`src/sv/lvp_pkg.sv`:
```
// Shared types and constants for the low voltage protector.
// Used by lvp_prot and low_voltage_protector_unit.
package lvp_pkg;

  localparam logic [1:0] MODE_NORMAL      = 2'd0;
  localparam logic [1:0] MODE_WARNING     = 2'd1;
  localparam logic [1:0] MODE_TRIPPED     = 2'd2;
  localparam logic [1:0] MODE_UNAVAILABLE = 2'd3;

  localparam logic OP_UPDATE = 1'b0;
  localparam logic OP_RESET  = 1'b1;

  localparam logic [2:0] CFG_WINDOW            = 3'd0;
  localparam logic [2:0] CFG_STOP_THRESHOLD    = 3'd1;
  localparam logic [2:0] CFG_WARN_THRESHOLD    = 3'd2;
  localparam logic [2:0] CFG_RECOVER_THRESHOLD = 3'd3;
  localparam logic [2:0] CFG_STOP_DURATION     = 3'd4;
  localparam logic [2:0] CFG_MISSING_DURATION  = 3'd5;
  localparam logic [2:0] CFG_LATCH_TRIP        = 3'd6;

  localparam logic [5:0]         RST_WINDOW            = 6'd8;
  localparam logic signed [15:0] RST_STOP_THRESHOLD    = 16'sd3300;
  localparam logic signed [15:0] RST_WARN_THRESHOLD    = 16'sd3500;
  localparam logic signed [15:0] RST_RECOVER_THRESHOLD = 16'sd3600;
  localparam logic [31:0]        RST_STOP_DURATION     = 32'd1000;
  localparam logic [31:0]        RST_MISSING_DURATION  = 32'd1000;
  localparam logic               RST_LATCH_TRIP        = 1'b1;

  typedef struct packed {
    logic signed [15:0] stop_threshold_mv;
    logic signed [15:0] warn_threshold_mv;
    logic signed [15:0] recover_threshold_mv;
    logic [31:0]        stop_dur_ms;
    logic [31:0]        missing_duration_ms;
    logic               latch_trip;
  } prot_cfg_t;

  typedef struct packed {
    logic               update;
    logic               operation;
    logic               sample_valid;
    logic [31:0]        now_ms;
    logic               have_avg;
    logic signed [15:0] avg_mv;
  } prot_req_t;

endpackage

```
`src/sv/low_voltage_protector_unit.sv`:
```
// Top level of the low voltage protector: sequencer, sample ring and registers.
// Depends on lvp_pkg, lvp_div and lvp_prot.
//
// Use: present a request on in_valid with operation, sample_valid, sample_mv
// and now_ms; it is taken at a clock edge with in_valid high and in_stall low.
// Every request gives exactly one result (protect_state, average_mv,
// average_valid) on out_valid, held until a cycle with out_stall low.
// A request with a valid sample steps through SUM, START, DIV and FINISH; in
// DIV the serial divider forms the average from the SUMW-bit running sum
// (SUMW = 22 with MAX_WINDOW = 32), one quotient bit per cycle. A reset
// request or a missing sample goes from accept straight to FINISH.
// One request is in work at a time: in_stall is high from accept until the
// result is loaded into the output register, so no new request is taken
// before then. While the receiver stalls, the finished result waits in the
// sequencer and no new request is taken. Configuration is written through
// cfg_write, cfg_index and cfg_data; the user must do so only while idle, as
// the block does not enforce it. Writing the window register clears the
// average history. Reset (rst, synchronous) restores the register defaults,
// the normal state and an empty average; the sample ring is not cleared.
module low_voltage_protector_unit #(
  parameter int MAX_WINDOW = 32
) (
  input  logic               clk,
  input  logic               rst,
  input  logic               in_valid,
  output logic               in_stall,
  input  logic               operation,
  input  logic               sample_valid,
  input  logic signed [15:0] sample_mv,
  input  logic [31:0]        now_ms,
  output logic               out_valid,
  input  logic               out_stall,
  output logic [1:0]         protect_state,
  output logic signed [15:0] average_mv,
  output logic               average_valid,
  input  logic               cfg_write,
  input  logic [2:0]         cfg_index,
  input  logic [31:0]        cfg_data
);

  localparam int CNTW  = $clog2(MAX_WINDOW + 1);
  localparam int SLOTW = (MAX_WINDOW > 1) ? $clog2(MAX_WINDOW) : 1;
  localparam int SUMW  = 16 + CNTW;
  localparam logic [8:0] MAXW9 = 9'(MAX_WINDOW);

  localparam logic [2:0] ST_IDLE   = 3'd0;
  localparam logic [2:0] ST_SUM    = 3'd1;
  localparam logic [2:0] ST_START  = 3'd2;
  localparam logic [2:0] ST_DIV    = 3'd3;
  localparam logic [2:0] ST_FINISH = 3'd4;

  logic [2:0] state;

  // configuration
  logic [5:0]         win_cfg;
  lvp_pkg::prot_cfg_t cfg;

  // held request
  logic               req_op;
  logic               req_valid;
  logic signed [15:0] req_mv;
  logic [31:0]        req_now;

  // average history
  logic signed [15:0]      ring [MAX_WINDOW];
  logic signed [15:0]      ring_q;
  logic signed [SUMW-1:0]  running_sum;
  logic [CNTW-1:0]         sample_count;
  logic [SLOTW-1:0]        write_slot;
  logic signed [15:0]      avg;

  logic [CNTW-1:0]         win_eff;
  logic [8:0]              win9;
  logic [8:0]              slot_inc;
  logic                    ring_full;
  logic signed [SUMW-1:0]  sum_next;

  logic                    accept;
  logic                    out_free;
  logic                    div_done;
  logic signed [15:0]      div_quo;
  lvp_pkg::prot_req_t      preq;
  logic [1:0]              mode_next;

  assign accept   = in_valid && !in_stall;
  assign in_stall = (state != ST_IDLE);
  assign out_free = !out_valid || !out_stall;

  // window of 0 acts as 1, anything above the ring depth as the depth
  assign win9 = {3'b000, win_cfg};
  always_comb begin
    if (win_cfg == 6'd0) begin
      win_eff = CNTW'(1);
    end else if (win9 > MAXW9) begin
      win_eff = CNTW'(MAX_WINDOW);
    end else begin
      win_eff = CNTW'(win9);
    end
  end

  assign ring_full = !(sample_count < win_eff);
  assign slot_inc  = 9'(write_slot) + 9'd1;
  assign sum_next  = running_sum + SUMW'(req_mv)
                     - (ring_full ? SUMW'(ring_q) : SUMW'(0));

  always_ff @(posedge clk) begin
    if (rst) begin
      win_cfg                  <= lvp_pkg::RST_WINDOW;
      cfg.stop_threshold_mv    <= lvp_pkg::RST_STOP_THRESHOLD;
      cfg.warn_threshold_mv    <= lvp_pkg::RST_WARN_THRESHOLD;
      cfg.recover_threshold_mv <= lvp_pkg::RST_RECOVER_THRESHOLD;
      cfg.stop_dur_ms          <= lvp_pkg::RST_STOP_DURATION;
      cfg.missing_duration_ms  <= lvp_pkg::RST_MISSING_DURATION;
      cfg.latch_trip           <= lvp_pkg::RST_LATCH_TRIP;
    end else if (cfg_write) begin
      unique case (cfg_index)
        lvp_pkg::CFG_WINDOW:            win_cfg <= cfg_data[5:0];
        lvp_pkg::CFG_STOP_THRESHOLD:    cfg.stop_threshold_mv <= cfg_data[15:0];
        lvp_pkg::CFG_WARN_THRESHOLD:    cfg.warn_threshold_mv <= cfg_data[15:0];
        lvp_pkg::CFG_RECOVER_THRESHOLD: cfg.recover_threshold_mv <= cfg_data[15:0];
        lvp_pkg::CFG_STOP_DURATION:     cfg.stop_dur_ms <= cfg_data;
        lvp_pkg::CFG_MISSING_DURATION:  cfg.missing_duration_ms <= cfg_data;
        lvp_pkg::CFG_LATCH_TRIP:        cfg.latch_trip <= cfg_data[0];
        default: ;
      endcase
    end
  end

  // sequencer
  always_ff @(posedge clk) begin
    if (rst) begin
      state <= ST_IDLE;
    end else begin
      unique case (state)
        ST_IDLE: begin
          if (accept) begin
            if (operation == lvp_pkg::OP_UPDATE && sample_valid) state <= ST_SUM;
            else state <= ST_FINISH;
          end
        end
        ST_SUM:    state <= ST_START;
        ST_START:  state <= ST_DIV;
        ST_DIV:    if (div_done) state <= ST_FINISH;
        ST_FINISH: if (out_free) state <= ST_IDLE;
        default:   state <= ST_IDLE;
      endcase
    end
  end

  always_ff @(posedge clk) begin
    if (accept) begin
      req_op    <= operation;
      req_valid <= sample_valid;
      req_mv    <= sample_mv;
      req_now   <= now_ms;
    end
  end

  // ring memory: read the slot about to be overwritten at accept
  always_ff @(posedge clk) begin
    if (accept) begin
      ring_q <= ring[write_slot];
    end
    if (state == ST_SUM) begin
      ring[write_slot] <= req_mv;
    end
  end

  always_ff @(posedge clk) begin
    if (rst) begin
      running_sum  <= '0;
      sample_count <= '0;
      write_slot   <= '0;
      avg          <= '0;
    end else if (cfg_write && cfg_index == lvp_pkg::CFG_WINDOW) begin
      running_sum  <= '0;
      sample_count <= '0;
      write_slot   <= '0;
      avg          <= '0;
    end else if (state == ST_SUM) begin
      running_sum <= sum_next;
      if (!ring_full) begin
        sample_count <= sample_count + CNTW'(1);
      end
      if (slot_inc >= 9'(win_eff)) begin
        write_slot <= '0;
      end else begin
        write_slot <= SLOTW'(slot_inc);
      end
    end else if (state == ST_DIV && div_done) begin
      avg <= div_quo;
    end
  end

  lvp_div #(
    .SUMW (SUMW),
    .CNTW (CNTW)
  ) u_div (
    .clk      (clk),
    .rst      (rst),
    .start    (state == ST_START),
    .dividend (running_sum),
    .divisor  (sample_count),
    .done     (div_done),
    .quotient (div_quo)
  );

  always_comb begin
    preq.update       = (state == ST_FINISH) && out_free;
    preq.operation    = req_op;
    preq.sample_valid = req_valid;
    preq.now_ms       = req_now;
    preq.have_avg     = (sample_count != '0);
    preq.avg_mv       = avg;
  end

  lvp_prot u_prot (
    .clk       (clk),
    .rst       (rst),
    .cfg       (cfg),
    .req       (preq),
    .mode_next (mode_next)
  );

  // output register
  always_ff @(posedge clk) begin
    if (rst) begin
      out_valid <= 1'b0;
    end else if (preq.update) begin
      out_valid <= 1'b1;
    end else if (!out_stall) begin
      out_valid <= 1'b0;
    end
  end

  always_ff @(posedge clk) begin
    if (preq.update) begin
      protect_state <= mode_next;
      average_mv    <= avg;
      average_valid <= preq.have_avg;
    end
  end

endmodule

```
`src/sv/lvp_div.sv`:
```
// Bit-serial restoring divider for the moving average: signed sum over count.
// Truncates toward zero; one quotient bit per cycle. Depends on nothing else.
module lvp_div #(
  parameter int SUMW = 22,
  parameter int CNTW = 6
) (
  input  logic                   clk,
  input  logic                   rst,
  input  logic                   start,
  input  logic signed [SUMW-1:0] dividend,
  input  logic [CNTW-1:0]        divisor,
  output logic                   done,
  output logic signed [15:0]     quotient
);

  localparam int ITW = $clog2(SUMW + 1);

  logic [SUMW-1:0] quo;
  logic [CNTW-1:0] rem;
  logic [CNTW-1:0] dvs;
  logic [ITW-1:0]  iter;
  logic            neg;
  logic            busy;

  logic [CNTW:0]   trial;
  logic            fits;
  logic [SUMW-1:0] quo_signed;

  assign trial      = {rem, quo[SUMW-1]};
  assign fits       = trial >= {1'b0, dvs};
  assign quo_signed = neg ? (~quo + SUMW'(1)) : quo;
  assign quotient   = quo_signed[15:0];

  always_ff @(posedge clk) begin
    if (rst) begin
      busy <= 1'b0;
      done <= 1'b0;
      iter <= '0;
    end else begin
      done <= 1'b0;
      if (start) begin
        busy <= 1'b1;
        iter <= '0;
      end else if (busy) begin
        iter <= iter + ITW'(1);
        if (iter == ITW'(SUMW - 1)) begin
          busy <= 1'b0;
          done <= 1'b1;
        end
      end
    end
  end

  always_ff @(posedge clk) begin
    if (start) begin
      neg <= dividend[SUMW-1];
      quo <= dividend[SUMW-1] ? (~dividend + SUMW'(1)) : dividend;
      rem <= '0;
      dvs <= divisor;
    end else if (busy) begin
      // shift in the next dividend bit, subtract when the divisor fits
      if (fits) begin
        rem <= CNTW'(trial - {1'b0, dvs});
      end else begin
        rem <= trial[CNTW-1:0];
      end
      quo <= {quo[SUMW-2:0], fits};
    end
  end

endmodule

```
`src/sv/lvp_prot.sv`:
```
// Protection state machine with the low-voltage and missing-sample timers.
// Depends on lvp_pkg for the mode codes and the request and config structs.
module lvp_prot (
  input  logic               clk,
  input  logic               rst,
  input  lvp_pkg::prot_cfg_t cfg,
  input  lvp_pkg::prot_req_t req,
  output logic [1:0]         mode_next
);

  logic [1:0]  mode;
  logic        low_run;
  logic [31:0] low_start;
  logic        miss_run;
  logic [31:0] miss_start;

  logic        low_run_next;
  logic [31:0] low_start_next;
  logic        miss_run_next;
  logic [31:0] miss_start_next;
  logic        miss_hit;
  logic        stop_hit;
  logic        below_stop;
  logic        below_warn;
  logic        recovered;
  logic [31:0] miss_elapsed;
  logic [31:0] low_elapsed;

  assign miss_elapsed = req.now_ms - miss_start;
  assign low_elapsed  = req.now_ms - low_start;
  assign below_stop   = req.have_avg && (req.avg_mv < cfg.stop_threshold_mv);
  assign below_warn   = req.have_avg && (req.avg_mv < cfg.warn_threshold_mv);
  assign recovered    = req.have_avg && (req.avg_mv >= cfg.recover_threshold_mv);

  always_comb begin
    mode_next       = mode;
    low_run_next    = low_run;
    low_start_next  = low_start;
    miss_run_next   = miss_run;
    miss_start_next = miss_start;
    miss_hit        = 1'b0;
    stop_hit        = 1'b0;
    if (req.operation == lvp_pkg::OP_RESET) begin
      mode_next       = lvp_pkg::MODE_NORMAL;
      low_run_next    = 1'b0;
      low_start_next  = req.now_ms;
      miss_run_next   = 1'b0;
      miss_start_next = req.now_ms;
    end else begin
      if (!req.sample_valid) begin
        if (!miss_run) begin
          miss_run_next   = 1'b1;
          miss_start_next = req.now_ms;
        end else if (miss_elapsed > cfg.missing_duration_ms) begin
          miss_hit = 1'b1;
        end
      end else begin
        miss_run_next = 1'b0;
      end

      if (below_stop) begin
        if (!low_run) begin
          low_run_next   = 1'b1;
          low_start_next = req.now_ms;
        end else if (low_elapsed > cfg.stop_dur_ms) begin
          stop_hit = 1'b1;
        end
      end else begin
        low_run_next = 1'b0;
      end

      // missing data outranks low voltage
      unique case (mode)
        lvp_pkg::MODE_NORMAL: begin
          if (miss_hit) mode_next = lvp_pkg::MODE_UNAVAILABLE;
          else if (stop_hit) mode_next = lvp_pkg::MODE_TRIPPED;
          else if (below_warn) mode_next = lvp_pkg::MODE_WARNING;
        end
        lvp_pkg::MODE_WARNING: begin
          if (miss_hit) mode_next = lvp_pkg::MODE_UNAVAILABLE;
          else if (stop_hit) mode_next = lvp_pkg::MODE_TRIPPED;
          else if (req.have_avg && !below_warn) mode_next = lvp_pkg::MODE_NORMAL;
        end
        lvp_pkg::MODE_TRIPPED: begin
          if (!cfg.latch_trip && recovered) mode_next = lvp_pkg::MODE_NORMAL;
        end
        default: begin
          if (req.sample_valid && recovered) mode_next = lvp_pkg::MODE_NORMAL;
        end
      endcase
    end
  end

  always_ff @(posedge clk) begin
    if (rst) begin
      mode       <= lvp_pkg::MODE_NORMAL;
      low_run    <= 1'b0;
      low_start  <= '0;
      miss_run   <= 1'b0;
      miss_start <= '0;
    end else if (req.update) begin
      mode       <= mode_next;
      low_run    <= low_run_next;
      low_start  <= low_start_next;
      miss_run   <= miss_run_next;
      miss_start <= miss_start_next;
    end
  end

endmodule

```
`config.mk`:
```
export PLATFORM = sky130hd
export DESIGN_NAME = low_voltage_protector_unit
export DESIGN_NICKNAME = d
export VERILOG_FILES = /design/src/sv/lvp_pkg.sv /design/src/sv/low_voltage_protector_unit.sv /design/src/sv/lvp_div.sv /design/src/sv/lvp_prot.sv
export SDC_FILE = /design/constraint.sdc
export NUM_CORES = 2
export LEC_CHECK = 0
export BUFFER_PORTS_ARGS = -buffer_cell sky130_fd_sc_hd__buf_2
export CAP_MARGIN = 10
export CORE_ASPECT_RATIO = 0.8
export CORE_MARGIN = 3
export CORE_UTILIZATION = 45
export CTS_BUF_LIST = sky130_fd_sc_hd__clkbuf_16
export CTS_CLUSTER_DIAMETER = 80
export DETAILED_ROUTE_END_ITERATION = 12
export GPL_TIMING_DRIVEN = 1
export PLACE_DENSITY = 0.61
export SLEW_MARGIN = 20
export SYNTH_ARGS = -nofsm -noshare
export SYNTH_HDL_FRONTEND = slang
export SYNTH_SLANG_ARGS = --single-unit
```
`constraint.sdc`:
```
create_clock -name clk -period 10 [get_ports clk]
set_input_delay 2 -clock clk [delete_from_list [all_inputs] [get_ports clk]]
set_output_delay 2 -clock clk [all_outputs]
set_load 0.03 [all_outputs]
```
After elaboration in Yosys (flattened, before gate mapping) --
Memories as Yosys holds them, arrays and structs flattened. A register that Yosys moved wholly into a read port is not among the register bits. Cells that the tools add are included.
Storage, ports and cells: memories kept 1, memory bits (writable) 512, bits of input ports 90, memory bits (read-only) 0, flip-flop bits (word level) 351, output and inout port bits 21, bits in latches 0
Cells by class: muxes and demuxes 50, shifts and indexed selects 0, div/mod/pow operators 0, multipliers 0, equal/unequal tests 20, bitwise operators 5, add/sub/neg operators 10, reduce and logical (&&, ||, !) cells 40, $lt $le $gt $ge 9
Memory list:
- ring | words 32, bits a word 16, read ports 1, clocked after Yosys merged registers in 1, write ports 1, line low_voltage_protector_unit.sv:65 | logic signed [15:0] ring [MAX_WINDOW];
Operators with widths (count):
- 32-bit 2-to-1 mux | 6
- 22-bit 2-to-1 mux | 4
- 32-bit greater-than comparator | 2
- 32-bit subtractor | 2
- 16-bit less-than comparator | 2
- 22-bit by 16-bit adder with 22-bit output | 1
- 22-bit by 2-bit adder with 22-bit output, second input constant | 1
- 22-bit NOT | 1
- 22-bit subtractor | 1
- 1-bit 2-to-1 mux | 20
- 2-bit 2-to-1 mux | 9
- 6-bit 2-to-1 mux | 3
- 2-bit AND reduction | 9
- 16-bit by 1-bit adder with 16-bit output, second input constant | 1
- 16-bit >= comparator | 1
- 16-bit 2-to-1 mux | 1
- 16-bit NOT | 1
- 3-bit case mux with 5 select lines | 1
- 3-bit by 2-bit == test with 1-bit output, second input constant | 4
- 3-bit == test, second input constant | 4
- 3-bit 2-to-1 mux | 4
- 1-bit logical AND | 11
- 2-bit inequality test, second input constant | 5
- 3-bit AND reduction | 3
- other kinds (26) | 37

Depth between registers and ports, before layout --
word-level depth 10, gate-level depth with buffers 23, gate-level depth less buffers 23

Hierarchy --
Synthesis repeated with hierarchy kept, for this count alone.
Second synthesis, totals: cells, all modules 3400, area, all modules 41572.4 um^2
By module, submodules not included:
- low_voltage_protector_unit | area each 30300.3 um^2, times used 1, cells an instance 1980
- lvp_prot | area each 8509.4 um^2, times used 1, cells an instance 1132
- lvp_div | area each 2762.6 um^2, times used 1, cells an instance 288

Worst setup path before layout --
OpenSTA, ideal clock, no wires.
path type input to register, start input in_valid, end register req_mv[0], enable pin, stages on the path 2, path buffers 0, data arrival time 4.791 ns, setup slack 4.718 ns, library setup time 0.491 ns, cell sequence inv_1 > nor2_1
Between the ends: word-level cells in the longest chain between the ends 1
Ends and longest elaborated chain:
- from (decl) | line low_voltage_protector_unit.sv:25 | input logic in_valid,
- 1-bit logical AND | line low_voltage_protector_unit.sv:85 | assign accept = in_valid && !in_stall;
- named net accept | line low_voltage_protector_unit.sv:78 | logic accept;
- to (signal assigned) | line low_voltage_protector_unit.sv:154 | req_mv <= sample_mv;
- to (decl) | line low_voltage_protector_unit.sv:61 | logic signed [15:0] req_mv;
The timed path passes the listed nets, and every way through them passes these cells. A chain may end at the register's enable or synchronous reset.

Worst setup path after layout --
start register req_now[1], end register u_prot.mode[1]
Between the ends: word-level cells in the longest chain between the ends 10, elaborated cells on any way between the ends 18, those cells by class add/sub (2); order compare (2); mux (14)
Ends and longest elaborated chain:
- from (decl) | line low_voltage_protector_unit.sv:62 | logic [31:0] req_now;
- from (signal assigned) | line low_voltage_protector_unit.sv:155 | req_now <= now_ms;
- 32-bit subtractor | line lvp_prot.sv:30 | assign low_elapsed = req.now_ms - low_start;
- 32-bit greater-than comparator | line lvp_prot.sv:65 | end else if (low_elapsed > cfg.stop_dur_ms) begin
- 1-bit 2-to-1 mux | line lvp_prot.sv:65
- 1-bit 2-to-1 mux | line lvp_prot.sv:62 | if (!low_run) begin
- 1-bit 2-to-1 mux | line lvp_prot.sv:61 | if (below_stop) begin
- 1-bit 2-to-1 mux | line lvp_prot.sv:43 | if (req.operation == lvp_pkg::OP_RESET) begin
- 2-bit 2-to-1 mux, on equally long branches | line lvp_prot.sv:81, lvp_prot.sv:76
- 2-bit 2-to-1 mux, on equally long branches | line lvp_prot.sv:80, lvp_prot.sv:75
- 2-bit case mux with 3 select lines (*) | line lvp_prot.sv:73 | unique case (mode)
- 2-bit 2-to-1 mux (*) | line lvp_prot.sv:43
- named net mode_next[1] | line low_voltage_protector_unit.sv:83 | logic [1:0] mode_next;
- to (signal assigned) | line lvp_prot.sv:96 | mode <= lvp_pkg::MODE_NORMAL;
- to (signal assigned) | line lvp_prot.sv:102 | mode <= mode_next;
- to (decl) | line lvp_prot.sv:11 | logic [1:0] mode;
Mark *: on every way through the listed nets, which the timed path passes. The rest lies on a longest branch. The select of a mux whose other input is x is not followed.

==> results.sh <==
export IMPL_final_common_cell="edfxtp_1"
export IMPL_drive_gt1_share_pct=13.0
export IMPL_numCtsBuffers=89
export IMPL_synth_compound_area_share_pct=10.0
export IMPL_setup_tns_ps=0
export IMPL_ys_seq_elements=879
export IMPL_powerDensity_mw_per_mm2=191
export IMPL_synthMuxAreaShare_pct=8.12
export IMPL_die_x_um=344
export IMPL_wire_per_inst_um=20.8
export IMPL_total_leakage_power_nw=16.6
export IMPL_clock_path_buffers=3
export IMPL_finalCritPeriodShare_pct=58.2
export IMPL_cts_clk_slew_worst_paths_ps=60
export IMPL_grt_pass1_vias=24924
export IMPL_synthArstFlopShare_pct=0
export IMPL_end_kind="flop"
export IMPL_port_buffers=110
export IMPL_nets=3817
export IMPL_rsz0062_at_grt="no"
export IMPL_peakVddDrop_mv=0.146
export IMPL_ys_warn_count=0
export IMPL_insertion_delay_ps=680
export IMPL_status="finished clean"
export IMPL_synthXorXnorAreaFrac_pct=2.56
export IMPL_clockRootBuffer="clkbuf_16"
export IMPL_fmax_ghz=0.172
export IMPL_hold_path_class="reg2reg"
export IMPL_crit_type="reg2reg"
export IMPL_path_buf_inv=0
export IMPL_ioPinCount=111
export IMPL_core_area_mm2=0.0899
export IMPL_place_inst=4588
export IMPL_grtUsageTotal_pct=20.8
export IMPL_critical_path_slowest_cell="a2111oi_0"
export IMPL_synth_main_ff_cell="edfxtp_1"
export IMPL_drt_iter0_drc=2317
export IMPL_critPathLaunchType="flop"
export IMPL_hold_buffers=0
export IMPL_cts_setup_buffers=0
export IMPL_synth_top_family_by_area="compound AO/OA/AOI/OAI gates"
export IMPL_drc_errors=0
export IMPL_synth_edf_count=626
export IMPL_vias=26189
export IMPL_post_cts_resized=0
export IMPL_ys_types=68
export IMPL_path_delay_family="compound AO/OA/AOI/OAI gates"
export IMPL_cp_max_fo=6
export IMPL_grt_pass1_wl_mm=153
export IMPL_synth_fa_ha_area_share_pct=7.94
export IMPL_dp_final_hpwl_mm=66.7
export IMPL_ant_nets=0
export IMPL_final_setup_viol_count=0
export IMPL_fp_dieArea_mm2=0.0949
export IMPL_final_cell_count_no_fill=4754
export IMPL_maxCapViolations=0
export IMPL_wirelength_mm=98.9
export IMPL_relSlewSlack_pct=28.1
export IMPL_antenna_found_initial=2
export IMPL_clock_skew_ps=54.8
export IMPL_diodes=0
export IMPL_synth_sequential_area_ratio_pct=58.1
export IMPL_clock_sinks=879
export IMPL_crit_chain="ha_1 -> nor2b_1 -> o31a_1 -> o31a_1 -> o41a_1 -> a2111oi_4 -> o21bai_2 -> a221o_1 -> a21oi_2 -> xnor2_1 -> ha_1 -> nand4_1 -> a2111oi_0 -> o21ai_0 -> o211ai_1 -> a21oi_1 -> a2111oi_0 -> nor2_1 -> a221oi_1 -> a22o_1"
export IMPL_tritoncts="built"
export IMPL_final_cell_mix="626 x edfxtp_1, 389 x nand2_1, 331 x inv_1"
export IMPL_hold_violations=0
export IMPL_avgSynthCellArea_um2=12.3
export IMPL_slowest_delay_ps=550
export IMPL_fp_dieH_um=276
export IMPL_routed_via_density=5.51
export IMPL_cp_data_arrival_time_ps=6400
export IMPL_syn2layout_area_growth_pct=12.3
export IMPL_worstPathRequired_ps=10570
export IMPL_gp_congestion=0.852
export IMPL_report_final_slew_viol_count=0
export IMPL_htree_levels=3
export IMPL_rows=98
export IMPL_grt_max_degree=76
export IMPL_grt_overflow_total=0
export IMPL_synth_simple_area_share_pct=9.21
export IMPL_syn_inst=3341
export IMPL_syn_nets=3677
export IMPL_min_period_ps=5820
export IMPL_initial_core_util_pct=45.7
export IMPL_synth_area_mm2=0.0410
export IMPL_first_pass_iters=5
export IMPL_worst_pin_slew_ps=1080
## final timing paths
path	from	to	slack [ps]	cells past startpoint
setup / recovery	req_now[1]	u_prot.mode[1]	4180	20
hold / removal	u_prot.miss_start[27]	u_prot.miss_start[27]	450	2
setup reg to reg	req_now[1]	u_prot.mode[1]	4180	20
hold reg to reg	u_prot.miss_start[27]	u_prot.miss_start[27]	450	2
## per-layer routing
metal  share of wire (%)  vias to the layer above  global-route usage [%]
li1                    -                    12457                       -
met1                  49                    12834                    33.5
met2                  43                      776                    29.5
met3                 6.5                      122                    3.06
met4                 1.7                        0                    4.48
met5                   0                        -                       0
## metrics by stage
stage	total power, mW	hold WS (ps)	setup slack (ps)	utilization (%)	instance area (um^2)
final	8.82	451	4180	51.3	46100
after global routing	9.23	470	3710	51.3	46100
after detailed placement	5.62	446	4310	48.0	43200
after global placement	5.60	442	4340	48.0	43200
after floorplan	5.22	436	4720	-	41000
after CTS	8.89	455	4230	51.3	46100
## kinds of logic after synthesis
family,Yosys count
mux,173
fa+ha+maj,246
buf+inv,438
xor+xnor,120
simple gates,844
compound gates,641
flops,879
## cells in the mapped netlist (43+ instances only)
master | count | area share, %
edfxtp_1 | 626 | 46
nand2_1 | 389 | 3.6
inv_1 | 304 | 2.8
dfxtp_1 | 253 | 12
a21oi_1 | 251 | 3.1
ha_1 | 222 | 6.8
nor2_1 | 204 | 1.9
mux4_2 | 128 | 7.0
clkbuf_1 | 112 | 1.0
xnor2_1 | 86 | 1.8
o21ai_0 | 79 | 0.96
a22oi_1 | 71 | 1.3
a21o_1 | 61 | 1.1
mux2i_1 | 44 | 1.1
nand4_1 | 43 | 0.66
## sequential cells by signal (all words and copies together), names as in the netlist, 16 cells and up
name               cells
ring                 512
cfg                  113
req_now               32
u_prot.low_start      32
u_prot.miss_start     32
running_sum           22
u_div.quo             22
average_mv            16
avg                   16
req_mv                16
ring_q                16
## cell type report
class	instances	area [um^2]
repair buffers	183	1120
fillers	7777	43800
well taps	1200	1500
clock buffers	91	2280
clock inverters	73	599
flip-flops and latches	879	23900
inverters	304	1140
multi-input cells	2024	15600
## tightest hold or removal path, cell delays in order, from the launching register on
cell	delay, ps
dfxtp_1	310
nand2_1	50
a21oi_1	50
## where the power goes
| part | switching (mW) | leakage [nW] | internal [mW] |
|---|---|---|---|
| Sequential | 0.0848 | 7.73 | 4.04 |
| Combinational | 0.854 | 7.33 | 0.575 |
| Clock | 1.45 | 1.49 | 1.82 |
| Total | 2.38 | 16.6 | 6.44 |
(Power assumes the default switching activity.)
